--- src/rtl/core/dlms_pkg.sv ---
// ----------------------------------------------------------------------------
// dlms_pkg
// types and constants of the door lock motor sequencer
// ----------------------------------------------------------------------------
`default_nettype none

package dlms_pkg;

    localparam int TIMEOUT_W = 16;
    localparam int IN_W      = 8;
    localparam int OUT_W     = 16;

    localparam logic [TIMEOUT_W-1:0] TIMEOUT_RESET = 16'd6000;

    typedef enum logic [2:0] {
        ST_IDLE      = 3'd0,
        ST_LOCK      = 3'd1,
        ST_LOCKING   = 3'd2,
        ST_UNLOCK    = 3'd3,
        ST_UNLOCKING = 3'd4
    } t_seq_state;

    typedef enum logic [1:0] {
        BAR_POS_UNKNOWN  = 2'd0,
        BAR_POS_LOCKED   = 2'd1,
        BAR_POS_UNLOCKED = 2'd2
    } t_bar_pos;

    typedef enum logic [1:0] {
        WANT_LOCKED   = 2'd0,
        WANT_UNLOCKED = 2'd1,
        WANT_NEITHER  = 2'd2,
        WANT_NONE3    = 2'd3
    } t_want;

endpackage

`default_nettype wire

--- src/rtl/core/door_lock_motor_sequencer.sv ---
// ----------------------------------------------------------------------------
// door_lock_motor_sequencer
// decodes lock contacts and sequences the bolt motor, one request per tick
// ----------------------------------------------------------------------------
//   channel    dir  width  content
//   s_axis     in   8      one tick of contact levels and wanted state
//   m_axis     out  16     status flags, motor drive and sequencer state
//   cfg        in   16     motor timeout register
//
// one request per cycle while no result is stalled; each result is registered, valid the cycle after acceptance
// the path is the sequencer next-state logic and a 16-bit decrement
// reset is synchronous active low, sequencer starts in lock, timeout 6000
// a stalled result is held; a new request is taken in the cycle it leaves
// ----------------------------------------------------------------------------
`default_nettype none

module door_lock_motor_sequencer (
    input  wire logic                         i_clk,
    input  wire logic                         i_rst_n,
    input  wire logic                         i_s_axis_tvalid,
    output logic                              o_s_axis_tready,
    // desired_state[1:0], door_open_level[2], reed_level[3], handle_level[4],
    // locked_level[5], unlocked_level[6], bar_level[7]
    input  wire logic [dlms_pkg::IN_W-1:0]    i_s_axis_tdata,
    output logic                              o_m_axis_tvalid,
    input  wire logic                         i_m_axis_tready,
    // motor_drive[0], door_shut[1], handle_pressed[2], lock_locked[3],
    // lock_unlocked[4], lock_manual_unlocked[5], control_state[8:6],
    // bar_position[10:9], zero[15:11]
    output logic [dlms_pkg::OUT_W-1:0]        o_m_axis_tdata,
    input  wire logic                         i_cfg_valid,
    output logic                              o_cfg_ready,
    input  wire logic [dlms_pkg::TIMEOUT_W-1:0] i_cfg_data
);

    dlms_pkg::t_seq_state              r_state, n_state;
    dlms_pkg::t_bar_pos                r_bar_pos, n_bar_pos;
    logic [dlms_pkg::TIMEOUT_W-1:0]    r_count, n_count;
    logic [dlms_pkg::TIMEOUT_W-1:0]    r_timeout;
    logic                              r_prev_bar;
    logic                              r_motor, n_motor;
    logic                              r_m_valid;
    logic [dlms_pkg::OUT_W-1:0]        r_m_data;

    logic                              accept;
    dlms_pkg::t_want                   want;
    logic                              door_hi, reed_hi, handle_hi;
    logic                              locked_hi, unlocked_hi, bar;
    logic                              closed, handle;
    logic [dlms_pkg::TIMEOUT_W-1:0]    dec_count;

    assign o_s_axis_tready = i_rst_n && (!r_m_valid || i_m_axis_tready);
    assign accept          = i_s_axis_tvalid && o_s_axis_tready;
    assign o_cfg_ready     = i_rst_n;
    assign o_m_axis_tvalid = r_m_valid;
    assign o_m_axis_tdata  = r_m_data;

    assign want        = dlms_pkg::t_want'(i_s_axis_tdata[1:0]);
    assign door_hi     = i_s_axis_tdata[2];
    assign reed_hi     = i_s_axis_tdata[3];
    assign handle_hi   = i_s_axis_tdata[4];
    assign locked_hi   = i_s_axis_tdata[5];
    assign unlocked_hi = i_s_axis_tdata[6];
    assign bar         = i_s_axis_tdata[7];

    assign closed    = !door_hi && !reed_hi;
    assign handle    = !handle_hi;
    assign dec_count = r_count - 1'b1;

    always_comb begin
        n_state   = r_state;
        n_bar_pos = r_bar_pos;
        n_count   = r_count;
        n_motor   = r_motor;
        case (r_state)
            dlms_pkg::ST_IDLE: begin
                if (want == dlms_pkg::WANT_LOCKED
                    && r_bar_pos != dlms_pkg::BAR_POS_LOCKED) begin
                    n_state = dlms_pkg::ST_LOCK;
                end else if (want == dlms_pkg::WANT_UNLOCKED
                             && r_bar_pos != dlms_pkg::BAR_POS_UNLOCKED) begin
                    n_state = dlms_pkg::ST_UNLOCK;
                end else if (r_bar_pos == dlms_pkg::BAR_POS_UNKNOWN) begin
                    // locking without motor or counter reload
                    n_state = dlms_pkg::ST_LOCKING;
                end
            end
            dlms_pkg::ST_LOCK: begin
                if (closed && !handle) begin
                    n_motor = 1'b1;
                    n_state = dlms_pkg::ST_LOCKING;
                    n_count = r_timeout;
                end
            end
            dlms_pkg::ST_LOCKING: begin
                if (r_prev_bar && !bar) begin
                    n_motor   = 1'b0;
                    n_state   = dlms_pkg::ST_IDLE;
                    n_count   = '0;
                    n_bar_pos = dlms_pkg::BAR_POS_LOCKED;
                end else begin
                    n_count = dec_count;
                    if (dec_count == '0) begin
                        n_motor = 1'b0;
                        n_state = dlms_pkg::ST_IDLE;
                    end
                end
            end
            dlms_pkg::ST_UNLOCK: begin
                if (closed && !handle) begin
                    n_motor = 1'b1;
                    n_state = dlms_pkg::ST_UNLOCKING;
                    n_count = r_timeout;
                end
            end
            dlms_pkg::ST_UNLOCKING: begin
                if (!r_prev_bar && bar) begin
                    n_motor   = 1'b0;
                    n_state   = dlms_pkg::ST_IDLE;
                    n_count   = '0;
                    n_bar_pos = dlms_pkg::BAR_POS_UNLOCKED;
                end else begin
                    n_count = dec_count;
                    if (dec_count == '0) begin
                        n_motor = 1'b0;
                        n_state = dlms_pkg::ST_IDLE;
                    end
                end
            end
            default: begin
                n_motor = 1'b0;
                n_state = dlms_pkg::ST_IDLE;
            end
        endcase
    end

    always_ff @(posedge i_clk) begin
        if (!i_rst_n) begin
            r_state    <= dlms_pkg::ST_LOCK;
            r_bar_pos  <= dlms_pkg::BAR_POS_UNKNOWN;
            r_count    <= '0;
            r_prev_bar <= 1'b0;
            r_motor    <= 1'b0;
        end else if (accept) begin
            r_state    <= n_state;
            r_bar_pos  <= n_bar_pos;
            r_count    <= n_count;
            r_prev_bar <= bar;
            r_motor    <= n_motor;
        end
    end

    always_ff @(posedge i_clk) begin
        if (!i_rst_n) begin
            r_timeout <= dlms_pkg::TIMEOUT_RESET;
        end else if (i_cfg_valid && o_cfg_ready) begin
            r_timeout <= i_cfg_data;
        end
    end

    always_ff @(posedge i_clk) begin
        if (!i_rst_n) begin
            r_m_valid <= 1'b0;
        end else if (accept) begin
            r_m_valid <= 1'b1;
        end else if (i_m_axis_tready) begin
            r_m_valid <= 1'b0;
        end
    end

    always_ff @(posedge i_clk) begin
        if (accept) begin
            r_m_data <= {5'b0, n_bar_pos, n_state, !unlocked_hi && bar,
                         !unlocked_hi && !bar, !locked_hi, handle, closed, n_motor};
        end
    end

endmodule

`default_nettype wire

--- config.mk ---
export PLATFORM = sky130hd
export DESIGN_NAME = door_lock_motor_sequencer
export DESIGN_NICKNAME = d
export VERILOG_FILES = /design/src/rtl/core/dlms_pkg.sv /design/src/rtl/core/door_lock_motor_sequencer.sv
export SDC_FILE = /design/constraint.sdc
export NUM_CORES = 1
export LEC_CHECK = 0
export ABC_AREA = 1
export ABC_CLOCK_PERIOD_IN_PS = 1700
export BUFFER_PORTS_ARGS = -buffer_cell sky130_fd_sc_hd__buf_2
export CAP_MARGIN = 0
export CORE_AREA = 2 2 77 79
export CTS_CLUSTER_DIAMETER = 40
export CTS_CLUSTER_SIZE = 30
export DETAILED_ROUTE_END_ITERATION = 10
export DIE_AREA = 0 0 79 81
export GPL_TIMING_DRIVEN = 0
export MAX_ROUTING_LAYER = met4
export PLACE_DENSITY = 0.81
export SYNTH_ARGS = -nofsm -noshare
export SYNTH_HDL_FRONTEND = slang
export SYNTH_SLANG_ARGS = --single-unit
--- constraint.sdc ---
create_clock -name i_clk -period 1.7 [get_ports i_clk]
set_input_delay 0.34 -clock i_clk [delete_from_list [all_inputs] [get_ports i_clk]]
set_output_delay 0.34 -clock i_clk [all_outputs]
set_load 0.01 [all_outputs]
# After elaboration in Yosys (flattened, before gate mapping)
# Index checks and enable logic that the tools add are counted.
[classes] addsub=1 n_mul=0 div_mod_pow=0 magnitude_cmp=0 n_eq_ne=8 n_shift=0 mux=23 bitwise_logic=0 reduce_logical=28
[op_table] cell="$mux 16" n=3
[op_table] cell="$pmux 16 s3" n=1
[op_table] cell="$mux 3" n=8
[op_table] cell="$logic_not 16->1" n=1
[op_table] cell="$sub 16x1->16 const B" n=1
[op_table] cell="$pmux 3 s5" n=1
[op_table] cell="$logic_and 1x1->1" n=11
[op_table] cell="$logic_not 1->1" n=8
[op_table] cell="$eq 3x2->1 const B" n=2
[op_table] cell="$mux 1" n=6
[op_table] cell="$logic_not 2->1" n=2
[op_table] cell="$mux 2" n=2
[op_table] cell="$ne 2x1->1 const B" n=2
[op_table] cell="$pmux 1 s4" n=1
[op_table] cell="$pmux 2 s2" n=1
[op_table] cell="$eq 3x1->1 const B" n=1
[op_table] cell="$eq 3x3->1 const B" n=1
[op_table] cell="$logic_not 3->1" n=1
[op_table] cell="$reduce_and 3->1" n=1
[op_table] cell="$reduce_bool 3->1" n=1
[op_table] cell="$eq 2x1->1 const B" n=1
[op_table] cell="$ne 2x2->1 const B" n=1
[op_table] cell="$reduce_bool 2->1" n=1
[op_table] cell="$reduce_or 2->1" n=1
[op_table] cell="$logic_or 1x1->1" n=1
[word_totals] register_bits=51 latchBits=0 ramBits=0 rom_bits=0 in_bits=29 out_inout_bits=19 elab_cells=68 mem_count=0

# Depth between registers and ports, before layout
# Gate-level depths: netlist (run 1).
[depth] ltp_word=5 mapped_depth=15 depth_no_buf=15

# Worst setup path after synthesis (run 1)
# OpenSTA, ideal clock, no wires.
[synth_timing] kind="reg-to-reg" startpoint="register r_count[0] (netlist bit)" endpoint="register r_m_data (netlist bit o_m_axis_tdata[7]) (data pin)" setup_time_ps=263 arrival_time_ps=1387 required_ps=1437 slack_ps=50 path_stages_with_launch=14 path_buffers=0 period_less_slack_ps=1650 cell_sequence="dfxtp_1 inv_1 ha_1 nand2_2 nor2_2 nand2_1 nand2_1 nand2_2 clkinv_2 nand2_2 nor2_2 nand3_2 nand3_1 nand2_2"
[synth_via] elab_chain_len=5 word_cells_on_any_way=6 cone_classes="1 x add/sub; 4 x mux; 1 x reduce/logical"
[synth_rtl] item="from (decl)" line_no="door_lock_motor_sequencer.sv:38" source="logic [dlms_pkg::TIMEOUT_W-1:0] r_count, n_count;"
[synth_rtl] item="from (signal assigned)" line_no="door_lock_motor_sequencer.sv:147" source="r_count <= n_count;"
[synth_rtl] item="$sub 16x1->16 (*)" line_no="door_lock_motor_sequencer.sv:68" source="assign dec_count = r_count - 1'b1;"
[synth_rtl] item="$logic_not 16->1 (*)" line_no="door_lock_motor_sequencer.sv:103, door_lock_motor_sequencer.sv:124"
[synth_rtl] item="$mux 3 (*)" line_no="door_lock_motor_sequencer.sv:103, door_lock_motor_sequencer.sv:124"
[synth_rtl] item="$mux 3, on equally long branches" line_no="door_lock_motor_sequencer.sv:117, door_lock_motor_sequencer.sv:96"
[synth_rtl] item="$pmux 3 s5 (*)" line_no="door_lock_motor_sequencer.sv:75" source="case (r_state)"
[synth_rtl] item="named net n_state[1]" line_no="door_lock_motor_sequencer.sv:36" source="dlms_pkg::t_seq_state r_state, n_state;"
[synth_rtl] item="to (signal assigned)" line_no="door_lock_motor_sequencer.sv:173" source="r_m_data <= {5'b0, n_bar_pos, n_state, !unlocked_hi && bar,"
[synth_rtl] item="to (decl)" line_no="door_lock_motor_sequencer.sv:43" source="logic [dlms_pkg::OUT_W-1:0] r_m_data;"
# Mark *: on every way through the listed nets, which the timed path passes. The rest lies on a longest branch.
# A chain may end at the register's enable or synchronous reset.

# Final worst setup path (run 1)
[layout_timing] startpoint="register r_count[1] (netlist bit)" endpoint="register r_m_data (netlist bit o_m_axis_tdata[8]) (data pin)"
# Same word-level chain as after synthesis.

==> impl_summary.txt, run 1 <==
----------------------------------------------------
[Run status]
  Status ... complete, but fails checks
  Violated checks ... negative setup slack

[Timing]
  Setup repair after global routing missed its margin ... yes
  Final Max Slew Viols ... 0
  Worst path setup slack after routing ... -67.5 ps
  Post-layout min period ... 1770 ps
  Final critical-path share of the clock period ... 104%
  Number of failing hold endpoints at the final stage ... 0
  Slew at the pin closest to its max-slew limit ... 588 ps
  Maximum clock rate ... 566 MHz
  Number of setup violations in the final report ... 6
  Slew Limit Headroom ... 60.8%
  Post-Route Skew ... 6.45 ps

[Placement]
  Post-detailed-placement half-perimeter wirelength ... 4440 um
  Buffers added on ports ... 42
  Placed Instance Area ... 3000 um^2
  Final GP Congestion ... 0.939

[Setup path]
  Cells traversed along the worst timing path ... inv_2 > ha_4 > inv_2 > nand2_1 > nand2_1 > nor2_1 > nand3_1 > nor2_2 > nand2_1 > nor2_2 > nand3_2 > nand2_2 > o21ai_2
  Maximum fanout encountered on the critical timing path ... 5
  Endpoint class of the critical path ... flip-flop
  Max stage delay on crit path ... 350 ps
  Data required, critical path ... 1760 ps
  Worst Reg-to-Reg Cells ... 13
  Top cell by count, worst path ... sky130_fd_sc_hd__nand2_1
  Critical path buffer and inverter count ... 2
  Setup crit start ... r_count[1]$_SDFFE_PN0P_
  Crit-path slowest cell ... sky130_fd_sc_hd__dfxtp_2
  Crit path DAT ... 1830 ps
  Reg2Reg Launch Point ... r_count[1]$_SDFFE_PN0P_
  Kind of critical path ... reg2reg
  Top Family by Delay on Critical Path ... simple AND/OR/NAND/NOR gates
  Number of cells on the critical path ... 13
  Nature of the critical path startpoint ... flip-flop

[Global routing]
  Largest net degree at the start of global routing ... 18
  GRT Max-Usage Layer ... met2
  Overflow left after global routing ... 0
  Initial antenna violation count ... 0
  Met3 usage ... 2.78%
  Vias in the first global route ... 2435
  Met1 capacity usage during global routing ... 26.5%
  Gr usage total ... 21.0%
  First-pass GRT wire length ... 10600 um
  Met2 global-route usage ... 35.8%

[Yosys]
  Mean post-synth cell area ... 7.41 um^2
  FFs w/ async S/R, synth ... 0%
  Gate count of the mapped netlist ... 362
  Warnings from Yosys ... 0
  Number of enable flip-flop cells after synthesis ... 11
  Area of the mapped netlist ... 2680 um^2
  Yosys cell types ... 36
  Sequential-to-total area share from yosys stat ... 42.1%
  Synthesis-stage register bit count ... 51
  Flip-flop cell with the highest count after synthesis ... sky130_fd_sc_hd__dfxtp_1

[Final layout]
  Post-layout nets ... 458
  Syn-to-layout area delta ... 21.2%
  Proportion of layout cells with a drive suffix above 1 ... 31.8%
  Final instance area ... 3250 um^2
  # diodes ... 0

[Drt]
  Vias ... 2538
  TritonRoute pass-1 iters ... 5
  Number of antenna-violating nets in the routed design ... 0
  Mean number of vias per cell ... 5.05
  Iter 0 DRT Violations ... 233
  Residual DRC ... 0
  Total length of routed wires ... 6250 um
  Average detailed-routed wire length per instance ... 12.4 um

[Floorplanning]
  Total die area ... 6400 um^2
  Die Width ... 79 um
  Initial core utilization ... 47.3%
  Core area ... 5680 um^2
  Cell row count ... 28
  I/O pins ... 48
  Die Height ... 81 um

[Min path]
  Class of the tightest hold or removal check ... in2reg
  Cell depth of the worst min-delay path ... 3
  Launch instance of the worst min-delay path ... i_cfg_data[10]

[Clock network]
  Clock slew seen by the registers of the worst setup and hold paths ... 90 ps
  Clock Tree Buf Depth ... 2
  Quantity of hold-fixing buffers added after cts ... 0
  Cell at the root of the clock tree ... sky130_fd_sc_hd__clkbuf_8
  Number of sinks on the clock net ... 51
  Total clock buffers created by CTS ... 5
  H-tree depth ... 2
  Skew-Pair Late Insertion Delay ... 300 ps
  TritonCTS clock tree ... yes

[Flow run]
  Number of max-capacitance violations reported ... 0

[Power]
  P_leak ... 1.47 nW
  Areal power density over the cells ... 806 nW/um^2
  IR Drop Worst-Case VDD ... 0.563 mV
  Total power of the final layout ... 2.62 mW

----------------------------------------------------
==> per-stage QoR <==
stage | util, % | setup TNS (ps) | hold WS [ps] | worst slack, ps | std cells
4_1_cts | 56.0 | -43.5 | 233 | -28.1 | 498
2_1_floorplan | - | 0 | 429 | 49.8 | 366
3_3_place_gp | 52.9 | -2960 | 442 | -220 | 483
3_5_place_dp | 52.9 | -2900 | 451 | -214 | 483
5_1_grt | 57.3 | -1500 | 250 | -204 | 503
6_report | 57.3 | -279 | 235 | -67.5 | 503
==> layout by cell type, fill, tap and decap left out, types with 2 or more instances in the layout <==
master                        n
sky130_fd_sc_hd__o21ai_0     15
sky130_fd_sc_hd__edfxtp_1    11
sky130_fd_sc_hd__nand3b_1     2
sky130_fd_sc_hd__nand2_2     13
sky130_fd_sc_hd__buf_2       43
sky130_fd_sc_hd__o21ai_1      8
sky130_fd_sc_hd__nor2_1      50
sky130_fd_sc_hd__xnor2_1      3
sky130_fd_sc_hd__a211oi_1     7
sky130_fd_sc_hd__inv_1       26
sky130_fd_sc_hd__a221oi_2     5
sky130_fd_sc_hd__nor2_4       3
sky130_fd_sc_hd__a221oi_1     3
sky130_fd_sc_hd__a22oi_1      2
sky130_fd_sc_hd__conb_1       5
sky130_fd_sc_hd__buf_4       20
sky130_fd_sc_hd__nand3_1     15
sky130_fd_sc_hd__nor2_2      13
sky130_fd_sc_hd__nand2_1     72
sky130_fd_sc_hd__clkbuf_8     5
sky130_fd_sc_hd__inv_2       10
sky130_fd_sc_hd__nor3_1       5
sky130_fd_sc_hd__a21oi_1     21
sky130_fd_sc_hd__o22ai_1      3
sky130_fd_sc_hd__nand3_2      4
sky130_fd_sc_hd__clkinv_2     2
sky130_fd_sc_hd__clkinvlp_4   3
sky130_fd_sc_hd__dfxtp_2      6
sky130_fd_sc_hd__clkbuf_1     5
sky130_fd_sc_hd__dfxtp_1     34
sky130_fd_sc_hd__o21ai_2      2
==> layer usage <==
layer  part of all wire (%)  vias to the layer above
li1                       -                     1308
met1                     45                     1163
met2                     50                       57
met3                    4.0                       10
met4                    1.4                        0
met5                      0                        -
==> worst paths after layout <==
| path | end | slack [ps] |
|---|---|---|
| max | o_m_axis_tdata[8]$_DFFE_PP_ | -70 |
| min reg2reg | r_timeout[6]$_SDFFE_PN1P_ | 470 |
| min | r_timeout[10]$_SDFFE_PN1P_ | 230 |
| max reg2reg | o_m_axis_tdata[8]$_DFFE_PP_ | -70 |
==> synth_stat cells (3+ instances only) <==
library cell | n | share of area (%)
sky130_fd_sc_hd__o21ai_1 | 8 | 1.5
sky130_fd_sc_hd__nand3_2 | 3 | 1.1
sky130_fd_sc_hd__clkbuf_1 | 6 | 0.84
sky130_fd_sc_hd__nor2_2 | 10 | 2.3
sky130_fd_sc_hd__a221oi_1 | 4 | 1.3
sky130_fd_sc_hd__nor2_1 | 54 | 7.6
sky130_fd_sc_hd__xnor2_1 | 3 | 0.98
sky130_fd_sc_hd__a21oi_1 | 21 | 3.9
sky130_fd_sc_hd__nor3_1 | 5 | 0.93
sky130_fd_sc_hd__o21ai_0 | 15 | 2.8
sky130_fd_sc_hd__inv_2 | 8 | 1.1
sky130_fd_sc_hd__dfxtp_1 | 40 | 30
sky130_fd_sc_hd__buf_4 | 7 | 2.0
sky130_fd_sc_hd__edfxtp_1 | 11 | 12
sky130_fd_sc_hd__a221oi_2 | 4 | 2.2
sky130_fd_sc_hd__inv_1 | 30 | 4.2
sky130_fd_sc_hd__a211oi_1 | 7 | 2.0
sky130_fd_sc_hd__nand3_1 | 16 | 3.0
sky130_fd_sc_hd__nand2_2 | 12 | 2.8
sky130_fd_sc_hd__o22ai_1 | 3 | 0.70
sky130_fd_sc_hd__nand2_1 | 74 | 10
==> state kept, by name (all words and copies together) (netlist names) <==
name and count:
r_bar_pos 2, r_motor 1, r_state 3, r_timeout 16, o_m_axis_tdata 11, r_prev_bar 1
r_count 16, o_m_axis_tvalid 1
==> cell families after synthesis <==
logic type                 synth area share, %
DFF                                       42.1
other                                    0.140
xor gates and xnor gates                 0.979
adders and majority gates                0.932
AOI/OAI and AO/OA                         16.6
and+or+nand+nor                           30.2
buffers and inverters                     9.09
==> worst register-to-register path: cells and delay by family, from the launching register on <==
kind,cells,cell delay [ps]
and+or+nand+nor,9,830
DFF,1,350
adders and majority gates,1,180
buffers and inverters,2,110
AOI/OAI and AO/OA,1,60
==> final cells by class <==
| class | instances | area (um^2) |
|---|---|---|
| fillers | 544 | 2420 |
| multi-input cells | 260 | 1380 |
| flip-flops and latches | 51 | 1140 |
| repair buffers | 54 | 300 |
| inverters | 39 | 154 |
| plain buffers | 16 | 100 |
| well taps | 75 | 93.8 |
| clock buffers | 5 | 68.8 |
| clock inverters | 3 | 20.0 |
==> power breakdown <==
group          internal, mW  switching (mW)  leakage, nW  total (mW)
sequential             1.30          0.0438        0.434        1.34
combinational         0.232           0.354         1.00       0.586
clock                 0.287           0.404       0.0402       0.692
==> repair_timing <==
action / in CTS / in global routing
buffers inserted: 7 / 6
pin swaps: 6 / 10
endpoints found under the setup margin: 8 / 23
resized for setup: 12 / 15
Note: power is estimated with default switching activity, not from simulation.
==> inputs of run 2 (changes only) <==
Settings changed: ABC_CLOCK_PERIOD_IN_PS 1700 to 2250, CORE_AREA 2 2 77 79 to 2 2 70 72, CTS_CLUSTER_DIAMETER 40 to default, DIE_AREA 0 0 79 81 to 0 0 72 74, PLACE_DENSITY 0.81 to 0.92.
Clock period 1.7 ns to 2.25 ns, I/O delays scaled along.
==> impl_summary.txt, run 2 (synthesized netlist as in run 1, its figures left out) <==
----------------------------------------------------
[Floorplanning]
  Initial core utilization ... 58.4% (+11 points)
  Core area ... 4600 um^2 (-19%)
  I/O pins ... 48 (unchanged)
  Total die area ... 5330 um^2 (-17%)
  Die Height ... 74 um (-8.6%)
  Cell row count ... 25 (-11%)
  Die Width ... 72 um (-8.9%)

[Power]
  Switching fraction of total power ... 29.1% (-1.5 points)
  Total power of the final layout ... 1.95 mW (-26%)
  Logic pwr share ... 21.0% (-1.4 points)
  Share of power burned in registers ... 52.0% (+0.8 points)
  Cell Int Power ... 1.38 mW (-24%)
  Areal power density over the cells ... 634 nW/um^2 (-21%)
  IR Drop Worst-Case VDD ... 0.443 mV (-21%)
  P_leak ... 1.42 nW (-4.0%)
  Power spent charging and discharging nets ... 0.565 mW (-29%)
  Clock network fraction of design power ... 27.0% (+0.6 points)

[Run status]
  Status ... complete, no violations

[Global routing]
  Initial antenna violation count ... 0 (unchanged)
  First-pass GRT wire length ... 10100 um (-4.5%)
  Vias in the first global route ... 2291 (-5.9%)
  Largest net degree at the start of global routing ... 18 (unchanged)
  Gr usage total ... 24.9% (+3.8 points)
  Overflow left after global routing ... 0 (unchanged)

[Clock network]
  Skew-Pair Late Insertion Delay ... 300 ps (about the same)
  Post-CTS Setup Repair Bufs ... 0 (-7)
  Clock Tree Buf Depth ... 2 (unchanged)
  Clock slew seen by the registers of the worst setup and hold paths ... 80 ps (about the same)
  Quantity of hold-fixing buffers added after cts ... 0 (unchanged)
  Number of sinks on the clock net ... 51 (unchanged)
  Cell at the root of the clock tree ... sky130_fd_sc_hd__clkbuf_8
  H-tree depth ... 2 (unchanged)
  Post-cts resize count ... 0 (-12)
  Total clock buffers created by CTS ... 5 (unchanged)
  TritonCTS clock tree ... yes

[Setup path]
  Nature of the critical path startpoint ... flip-flop
  Crit path DAT ... 2030 ps (+200 ps)
  Crit-path slowest cell ... sky130_fd_sc_hd__dfxtp_1
  Top Family by Delay on Critical Path ... simple AND/OR/NAND/NOR gates
  Endpoint class of the critical path ... flip-flop
  Max stage delay on crit path ... 340 ps (about the same)
  Maximum fanout encountered on the critical timing path ... 5 (unchanged)
  Cells traversed along the worst timing path ... inv_1 > ha_1 > inv_1 > nand2_1 > nand2_1 > nor2_1 > nand3_1 > nor2_1 > nand2_1 > nor2_2 > nand3_2 > nand2_1 > a21boi_1
  Critical path buffer and inverter count ... 2 (unchanged)
  Data required, critical path ... 2300 ps (+540 ps)
  Kind of critical path ... reg2reg
  Top cell by count, worst path ... sky130_fd_sc_hd__nand2_1

[Final layout]
  Area occupied by multi-input gates ... 1320 um^2 (-3.8%)
  Syn-to-layout area delta ... 14.3%
  Utilization after layout ... 66.7% (+9.4 points)
  Post-layout nets ... 446 (-2.6%)
  Final instance area ... 3070 um^2 (-5.7%)
  Most common cell after layout, fill and taps aside ... sky130_fd_sc_hd__nand2_1
  Filler instances ... 374 (-31%)
  Reg area ... 1130 um^2 (-0.66%)
  Proportion of layout cells with a drive suffix above 1 ... 24.3% (-7.5 points)
  # diodes ... 0 (unchanged)
  Leading cell types in the layout, fill and taps excluded ... sky130_fd_sc_hd__nand2_1 (74), sky130_fd_sc_hd__nor2_1 (54), sky130_fd_sc_hd__buf_2 (44), sky130_fd_sc_hd__dfxtp_1 (40), sky130_fd_sc_hd__inv_1 (30)

[Drt]
  Average detailed-routed wire length per instance ... 12.6 um (+1.5%)
  Total length of routed wires ... 5920 um (-5.2%)
  Vias ... 2537 (-0.039%)
  TritonRoute pass-1 iters ... 4 (-1)
  Residual DRC ... 0 (unchanged)
  Number of antenna-violating nets in the routed design ... 0 (unchanged)
  Mean number of vias per cell ... 5.40 (+7.0%)
  Iter 0 DRT Violations ... 171 (-27%)

[Timing]
  Final critical-path share of the clock period ... 87.7% (-16 points)
  Total negative slack ... 0 ps (+279 ps)
  Number of setup violations in the final report ... 0 (-6)
  Post-Route Skew ... 5.38 ps (-1.07 ps)
  Slew at the pin closest to its max-slew limit ... 585 ps (-3.15 ps)
  Slew Limit Headroom ... 61.0% (+0.17 points)
  Maximum clock rate ... 507 MHz (-10%)
  Number of failing hold endpoints at the final stage ... 0 (unchanged)
  Worst path setup slack after routing ... 277 ps (+344 ps)
  Post-layout min period ... 1970 ps (+206 ps)
  Setup repair after global routing missed its margin ... no
  Final Max Slew Viols ... 0 (unchanged)

[Placement]
  Placed Instance Area ... 2980 um^2 (-0.88%)
  Post-detailed-placement half-perimeter wirelength ... 4430 um (-0.13%)
  Worst-case setup slack after placement ... 219 ps (+432 ps)
  Final GP Congestion ... 0.923 (-1.7%)
  Buffers added on ports ... 42 (unchanged)

[Min path]
  Class of the tightest hold or removal check ... in2reg

[Flow run]
  Number of max-capacitance violations reported ... 0 (unchanged)

----------------------------------------------------
-- run 2: power by group through the flow --
stage          Combinational (mW)  Clock, mW  Sequential, mW
2_1_floorplan               0.303          0            1.03
3_3_place_gp                0.392          0            1.03
6_report                    0.409      0.526            1.01
4_1_cts                     0.406      0.535            1.01
3_5_place_dp                0.401          0            1.03
5_1_grt                     0.463      0.561            1.02
-- run 2: final timing paths --
check | startpoint | end | slack, ps | depth (start not counted)
min | i_cfg_data[8] | r_timeout[8]$_SDFFE_PN1P_ | 350 | 3
max | r_count[0]$_SDFFE_PN0P_ | o_m_axis_tdata[0]$_DFFE_PP_ | 280 | 13
min reg2reg | r_timeout[10]$_SDFFE_PN1P_ | r_timeout[10]$_SDFFE_PN1P_ | 470 | 2
max reg2reg | r_count[0]$_SDFFE_PN0P_ | o_m_axis_tdata[0]$_DFFE_PP_ | 280 | 13
-- run 2: per-layer routing --
| layer | up-vias | track usage [%] | wire length (um) |
|---|---|---|---|
| li1 | 1289 | - | - |
| met1 | 1174 | 30.6 | 2650 |
| met2 | 65 | 42.0 | 2940 |
| met3 | 9 | 3.93 | 238 |
| met4 | 0 | 8.18 | 93 |
| met5 | - | - | 0 |
-- run 2: worst reg2reg max path, delay by kind of cell (launching register included) --
family                   cells  cell delay (ps)
AO/OA/AOI/OAI                1               80
adder cells (fa/ha/maj)      1              260
buffers and inverters        2              170
AND/OR/NAND/NOR              9              870
flip-flops                   1              340
-- run 2: layout make-up --
cell class / instances / area share (%)
clock inverter: 1 / 0.122
multi-input combinational: 260 / 43.2
timing repair buffer: 42 / 6.85
buffer: 16 / 3.14
clock buffer: 7 / 2.82
tap: 54 / 2.20
inverter: 39 / 4.81
sequential: 51 / 36.9
-- run 2: per-stage QoR --
step                      hold slack (ps)  std cells
after global routing                  355        470
after global placement                440        462
after CTS                             344        470
after detailed placement              446        462
final                                 346        470
after floorplan                       429        366
